File: src/button_press_doublepress_hold_detector_core_defines.svh
// Assertion macros used by the detector core RTL.
`ifndef BUTTON_PRESS_DOUBLEPRESS_HOLD_DETECTOR_CORE_DEFINES_SVH
`define BUTTON_PRESS_DOUBLEPRESS_HOLD_DETECTOR_CORE_DEFINES_SVH

// Same-cycle implication, disabled while reset is active.
`define BPDH_ASSERT_SAME(label, clk, rst_n, ante, cons) \
	label: assert property (@(posedge clk) disable iff (!(rst_n)) (ante) |-> (cons)) \
		else $error("bpdh assertion failed");

// Next-cycle implication, disabled while reset is active.
`define BPDH_ASSERT_NEXT(label, clk, rst_n, ante, cons) \
	label: assert property (@(posedge clk) disable iff (!(rst_n)) (ante) |=> (cons)) \
		else $error("bpdh assertion failed");

`endif

File: src/bpdh_pkg.sv
package bpdh_pkg;

	localparam int unsigned CNT_W = 8;
	localparam int unsigned CFG_IDX_W = 2;
	localparam int unsigned TDATA_W = 8;

	typedef enum logic [1:0] {
		EV_NONE   = 2'd0,
		EV_PRESS  = 2'd1,
		EV_DOUBLE = 2'd2,
		EV_HOLD   = 2'd3
	} ev_t;

	typedef enum logic [CFG_IDX_W-1:0] {
		CFG_PRESS_MIN = 2'd0,
		CFG_HOLD      = 2'd1,
		CFG_WINDOW    = 2'd2
	} cfg_idx_t;

	localparam logic [CNT_W-1:0] PRESS_MIN_RST = 8'd1;
	localparam logic [CNT_W-1:0] HOLD_RST      = 8'd20;
	localparam logic [CNT_W-1:0] WINDOW_RST    = 8'd5;

	typedef struct packed {
		logic [CNT_W-1:0] press_min_ticks;
		logic [CNT_W-1:0] hold_ticks;
		logic [CNT_W-1:0] double_window_ticks;
	} cfg_t;

	typedef struct packed {
		logic enable;
		logic button_level;
	} item_t;

	typedef struct packed {
		logic [CNT_W-1:0] press_count;
		logic [CNT_W-1:0] gap_count;
		logic [CNT_W-1:0] gap_snapshot;
		logic             hold_seen;
		ev_t              last_event;
	} state_t;

endpackage

File: src/bpdh_cfg.sv
module bpdh_cfg (
	input  logic                              clk,
	input  logic                              arst_n,
	input  logic                              cfg_we,
	input  logic [bpdh_pkg::CFG_IDX_W-1:0]    cfg_index,
	input  logic [bpdh_pkg::CNT_W-1:0]        cfg_data,
	output bpdh_pkg::cfg_t                    cfg
);

	bpdh_pkg::cfg_t cfg_q;

	always_ff @(posedge clk or negedge arst_n) begin
		if (!arst_n) begin
			cfg_q.press_min_ticks     <= bpdh_pkg::PRESS_MIN_RST;
			cfg_q.hold_ticks          <= bpdh_pkg::HOLD_RST;
			cfg_q.double_window_ticks <= bpdh_pkg::WINDOW_RST;
		end else if (cfg_we) begin
			case (cfg_index)
				bpdh_pkg::CFG_PRESS_MIN: cfg_q.press_min_ticks     <= cfg_data;
				bpdh_pkg::CFG_HOLD:      cfg_q.hold_ticks          <= cfg_data;
				bpdh_pkg::CFG_WINDOW:    cfg_q.double_window_ticks <= cfg_data;
				default: ;
			endcase
		end
	end

	assign cfg = cfg_q;

endmodule

File: src/bpdh_detect.sv
module bpdh_detect (
	input  logic             clk,
	input  logic             arst_n,
	input  logic             step,
	input  bpdh_pkg::item_t  item,
	input  bpdh_pkg::cfg_t   cfg,
	output bpdh_pkg::ev_t    code,
	output bpdh_pkg::state_t st
);

	bpdh_pkg::state_t st_q;
	bpdh_pkg::state_t st_nxt;
	logic [bpdh_pkg::CNT_W-1:0] pc_inc;
	logic [bpdh_pkg::CNT_W-1:0] gc_inc;

	assign pc_inc = st_q.press_count + 8'd1;
	assign gc_inc = st_q.gap_count + 8'd1;

	always_comb begin
		st_nxt = st_q;
		code   = bpdh_pkg::EV_NONE;
		if (item.enable) begin
			if (item.button_level) begin
				st_nxt.gap_snapshot = '0;
				if (pc_inc > cfg.hold_ticks) begin
					st_nxt.hold_seen   = 1'b1;
					st_nxt.gap_count   = '0;
					st_nxt.press_count = '0;
					st_nxt.last_event  = bpdh_pkg::EV_HOLD;
				end else begin
					st_nxt.press_count = pc_inc;
				end
			end else if (st_q.press_count > cfg.press_min_ticks && !st_q.hold_seen) begin
				// A press that differs from the snapshot means a new press came within the window.
				if (gc_inc > cfg.double_window_ticks) begin
					st_nxt.press_count = '0;
					st_nxt.gap_count   = '0;
					st_nxt.last_event  = bpdh_pkg::EV_PRESS;
				end else if (gc_inc > 8'd1 && st_q.gap_snapshot != st_q.press_count) begin
					st_nxt.press_count = '0;
					st_nxt.gap_count   = '0;
					st_nxt.last_event  = bpdh_pkg::EV_DOUBLE;
				end else begin
					st_nxt.gap_count = gc_inc;
				end
				st_nxt.gap_snapshot = st_nxt.press_count;
			end else begin
				st_nxt.press_count  = '0;
				st_nxt.gap_count    = '0;
				st_nxt.gap_snapshot = '0;
				st_nxt.hold_seen    = 1'b0;
			end
			code = st_nxt.last_event;
		end
	end

	always_ff @(posedge clk or negedge arst_n) begin
		if (!arst_n) begin
			st_q.press_count  <= '0;
			st_q.gap_count    <= '0;
			st_q.gap_snapshot <= '0;
			st_q.hold_seen    <= 1'b0;
			st_q.last_event   <= bpdh_pkg::EV_NONE;
		end else if (step) begin
			st_q <= st_nxt;
		end
	end

	assign st = st_q;

endmodule

File: src/button_press_doublepress_hold_detector_core.sv
// Button click, double click and long press detector. One request carries one
// sampled button level and an enable bit; each request gives exactly one
// result with the event code (0 none, 1 press, 2 double press, 3 hold). The
// last event is sticky and is reported on every enabled request; a disabled
// request reports 0 and leaves the detector state untouched. A request passes
// an input register and a result register. Its result is computed from the
// input register and offered from the result register. A new request is
// taken every cycle as long as the result side keeps up. The counter update
// is a single compare-and-increment step between those two registers.
// Thresholds are to be written through the configuration port by the user
// only while no request is in flight; the block does not enforce this.
`include "button_press_doublepress_hold_detector_core_defines.svh"

module button_press_doublepress_hold_detector_core (
	input  logic                                clk,
	input  logic                                arst_n,
	input  logic                                s_axis_tvalid,
	output logic                                s_axis_tready,
	input  logic [bpdh_pkg::TDATA_W-1:0]        s_axis_tdata,  // [0] button_level, [1] enable
	output logic                                m_axis_tvalid,
	input  logic                                m_axis_tready,
	output logic [bpdh_pkg::TDATA_W-1:0]        m_axis_tdata,  // [1:0] event_code
	input  logic                                cfg_we,
	input  logic [bpdh_pkg::CFG_IDX_W-1:0]      cfg_index,
	input  logic [bpdh_pkg::CNT_W-1:0]          cfg_data
);

	logic             valid_s1;
	bpdh_pkg::item_t  item_s1;
	logic             valid_s2;
	bpdh_pkg::ev_t    code_s2;
	logic             advance;
	bpdh_pkg::cfg_t   cfg;
	bpdh_pkg::ev_t    code;
	bpdh_pkg::state_t st;

	assign advance       = valid_s1 && (!valid_s2 || m_axis_tready);
	assign s_axis_tready = !valid_s1 || advance;

	always_ff @(posedge clk or negedge arst_n) begin
		if (!arst_n) begin
			valid_s1 <= 1'b0;
		end else if (s_axis_tready) begin
			valid_s1 <= s_axis_tvalid;
		end
	end

	always_ff @(posedge clk) begin
		if (s_axis_tready && s_axis_tvalid) begin
			item_s1.button_level <= s_axis_tdata[0];
			item_s1.enable       <= s_axis_tdata[1];
		end
	end

	always_ff @(posedge clk or negedge arst_n) begin
		if (!arst_n) begin
			valid_s2 <= 1'b0;
		end else if (advance) begin
			valid_s2 <= 1'b1;
		end else if (m_axis_tready) begin
			valid_s2 <= 1'b0;
		end
	end

	always_ff @(posedge clk) begin
		if (advance) begin
			code_s2 <= code;
		end
	end

	bpdh_cfg u_cfg (
		.clk       (clk),
		.arst_n    (arst_n),
		.cfg_we    (cfg_we),
		.cfg_index (cfg_index),
		.cfg_data  (cfg_data),
		.cfg       (cfg)
	);

	bpdh_detect u_detect (
		.clk    (clk),
		.arst_n (arst_n),
		.step   (advance),
		.item   (item_s1),
		.cfg    (cfg),
		.code   (code),
		.st     (st)
	);

	assign m_axis_tvalid = valid_s2;
	assign m_axis_tdata  = {6'd0, code_s2};

	`BPDH_ASSERT_NEXT(a_frozen_when_disabled, clk, arst_n, advance && !item_s1.enable, $stable(st))
	`BPDH_ASSERT_NEXT(a_result_is_last_event, clk, arst_n, advance && item_s1.enable,
		m_axis_tdata[1:0] == st.last_event)
	`BPDH_ASSERT_SAME(a_ready_when_out_empty, clk, arst_n, !m_axis_tvalid, s_axis_tready)

endmodule

File: config.mk
export PLATFORM = sky130hd
export DESIGN_NAME = button_press_doublepress_hold_detector_core
export DESIGN_NICKNAME = d
export VERILOG_FILES = /design/src/bpdh_pkg.sv /design/src/bpdh_cfg.sv /design/src/bpdh_detect.sv /design/src/button_press_doublepress_hold_detector_core.sv
export VERILOG_INCLUDE_DIRS = /design/src /design/src/src
export SDC_FILE = /design/constraint.sdc
export NUM_CORES = 1
export LEC_CHECK = 0
export ABC_AREA = 0
export BUFFER_PORTS_ARGS = -buffer_cell sky130_fd_sc_hd__buf_4
export CAP_MARGIN = 20
export CELL_PAD_IN_SITES_DETAIL_PLACEMENT = 0
export CELL_PAD_IN_SITES_GLOBAL_PLACEMENT = 1
export CORE_MARGIN = 2
export CORE_UTILIZATION = 47
export DETAILED_ROUTE_END_ITERATION = 8
export PLACE_DENSITY = 0.77
export SYNTH_ARGS = -nofsm -noshare
export SYNTH_HDL_FRONTEND = slang
export SYNTH_SLANG_ARGS = --single-unit
File: constraint.sdc
create_clock -name clk -period 4.2 [get_ports clk]
set_clock_uncertainty 0.1 [all_clocks]
set_input_delay 0.21 -clock clk [delete_from_list [all_inputs] [get_ports clk]]
set_output_delay 0.21 -clock clk [all_outputs]
set_load 0.005 [all_outputs]
==> qor.yml <==
place_congestion: 0.790
setup_viol_count_final: 0
antenna_found_initial: 0
layout-drive-gt1-share: 0.201
synth_edf_count: 4
cts_setup_buffers: 0
drv_cap: 0
die_y_um: 90.6
grtUsageTotal: 0.195
fin_crit_ps: 3330
cp_common_cell: "ha_1"
grt_pass1_vias: 2507
grt_pass1_wl_um: 12400
switching_power_uw: 780
p_comb_frac: 0.373
synth.distinct_cells: 55
clock-sinks: 57
clkPwrFrac: 0.249
place_inst: 450
p_int_mw: 1.32
synthArstFlopShare: 0.930
ys.flop_type: "dfrtp_1"
path_buf_inv: 1
clockRootBuffer: "clkbuf_8"
worstSetupEndpointType: "flop"
start_util: 0.486
rows: 31
regToRegSetupSlack_ps: 870
htreeDepth: 3
min_path_type: "in -> reg"
fill_cells: 671
arrival_ps: 3460
first_iter_violations: 73
fmax_ghz: 0.300
rsz0062_at_grt: "false"
path_max_fanout: 12
num_antenna_cells: 0
synth.cell_area_um2: 3520
drc: 0
clock_latency_ps: 330
clock_path_buffers: 2
place_hpwl_um: 5210
cts_tree: "yes"
period_share: 0.794
startpoint_type: "flop"
crit_required_ps: 4330
yosys_warnings: 0
layout_commonest_cell: "dfrtp_1"
final_nets: 419
peakVddDrop_v: 0.000245
die_area_um2: 8200
fin_cells: 473
p_leak_nw: 1.79
layout_common_cells: "48 x dfrtp_1, 39 x inv_1, 29 x nand2_1, 27 x ha_1, 24 x buf_4"
seq_area_frac_synth: 0.412
syn_inst: 342
syn2layout_area_growth_pct: 12.5
path_clk_slew_ps: 70
slew_headroom: 0.523
cts-buffers-inserted: 9
vias_per_cell: 5.32
overflow: 0
p_per_area_nw_per_um2: 530
status: "finished clean"
max_stage_delay_ps: 490
vias: 2516
drtPass1Iterations: 4
critPathKind: "reg -> reg"
ys_ff_latch: 57
wl_per_cell_um: 15.3
hold_viol_final: 0
crit_family: "simple AND/OR/NAND/NOR gates"
p_seq_frac: 0.377
ant_nets: 0
swShare: 0.371
ios: 33
worst_pin_slew_ps: 709
io_buffers: 20
fin_tns_setup_ps: 0
grt_max_degree: 54
core_um2: 7250
cp_slowest_cell: "dfrtp_1"
crit_chain: "ha_1 -> nand3_1 -> nor3_1 -> xnor2_1 -> ha_1 -> and4_1 -> a21bo_2 -> o221ai_1 -> buf_4 -> nand2_1 -> o41ai_2"
finalWirelength_um: 7230
slew_viol_final: 0
postSynthAreaPerCell_um2: 10.3
die_x_um: 90.6
[metrics by stage]
step / power, mW / area, um2 / hold WS (ps) / utilization / worst slack [ps]
6_report: 2.10 / 3960 / 17.5 / 0.546 / 866
3_5_place_dp: 1.58 / 3690 / 208 / 0.509 / 837
2_1_floorplan: 1.40 / 3540 / -186 / - / 1270
5_1_grt: 2.27 / 3960 / 16.2 / 0.546 / 633
3_3_place_gp: 1.56 / 3690 / 204 / 0.509 / 924
4_1_cts: 2.12 / 3960 / 1.53 / 0.546 / 817
[worst min-delay path, delay by kind of cell]
| family | cells | cell delay [ps] |
|---|---|---|
| buf+inv | 1 | 100 |
| simple gates | 1 | 40 |
| compound gates | 1 | 60 |
[Yosys cell counts, types with 5 or more instances]
cell      instances  area, um2
a22oi_1           6       45.0
o21ai_0          11       55.1
a21oi_1          11       55.1
buf_4             6       45.0
o21ai_1           6       30.0
nor2_1           14       52.6
nand3_1          12       60.1
inv_1            39        146
o31ai_4           8        170
ha_1             27        338
and3_1            6       37.5
clkbuf_1          8       30.0
xnor2_1          19        166
dfrtp_1          48       1200
dfstp_2           5        131
mux2_2           17        191
nand2_1          29        109
buf_6             5       56.3
[layout make-up]
class | instances | area [um2] | area share
clock buffer | 13 | 159 | 0.0401
clock inverter | 3 | 40.0 | 0.0101
inverter | 39 | 146 | 0.0369
multi-input combinational | 231 | 1790 | 0.452
sequential | 57 | 1450 | 0.367
tap | 99 | 124 | 0.0313
timing repair buffer | 31 | 250 | 0.0632
[metal layers]
metal  share of wire  track usage  vias up
met2            0.50        0.323       25
met5               0            0        -
met4           0.017       0.0769        0
met1            0.46        0.250     1236
li1                -            -     1244
met3           0.024       0.0401       11
[power by group through the flow]
stage	Combinational [mW]	Clock (mW)	Sequential, mW
detailed placement	0.780	0	0.803
floorplan	0.662	0	0.740
CTS	0.792	0.539	0.793
finish	0.784	0.523	0.792
global placement	0.754	0	0.801
global route	0.898	0.558	0.809
[worst paths after layout]
path | start | endpoint | depth (start not counted)
min in group asynchronous | arst_n | u_cfg.cfg[13] | 2
min | cfg_data[3] | u_cfg.cfg[19] | 3
max | u_detect.st[19] | u_detect.st[13] | 11
max in group asynchronous | arst_n | u_detect.st[14] | 2
min reg2reg | valid_s1 | m_axis_tvalid | 1
max reg2reg | u_detect.st[19] | u_detect.st[13] | 11
[state kept, by name, summed over array words and instances, names as in the netlist]
| name | cells |
|---|---|
| item_s1 | 2 |
| m_axis_tvalid | 1 |
| code_s2 | 2 |
| valid_s1 | 1 |
| u_cfg.cfg | 24 |
| u_detect.st | 27 |
[kinds of logic (layout without fill, tap and decap cells)]
logic type,count (synthesis),after routing,synth area share
AO/OA/AOI/OAI,72,72,0.173
AND/OR/NAND/NOR,88,88,0.126
XOR/XNOR,21,21,0.0522
flip-flops,57,57,0.412
multiplexers,17,17,0.0544
other,1,6,0.00106
buffers and inverters,59,86,0.0845
adder cells (fa/ha/maj),27,27,0.0959
[what timing repair did]
item | in CTS | in global routing
hold buffers | 7 | 0
endpoints found under the hold margin | 54 | 0
gates resized for setup | 0 | 0
Note: power is estimated with default switching activity, not from simulation.
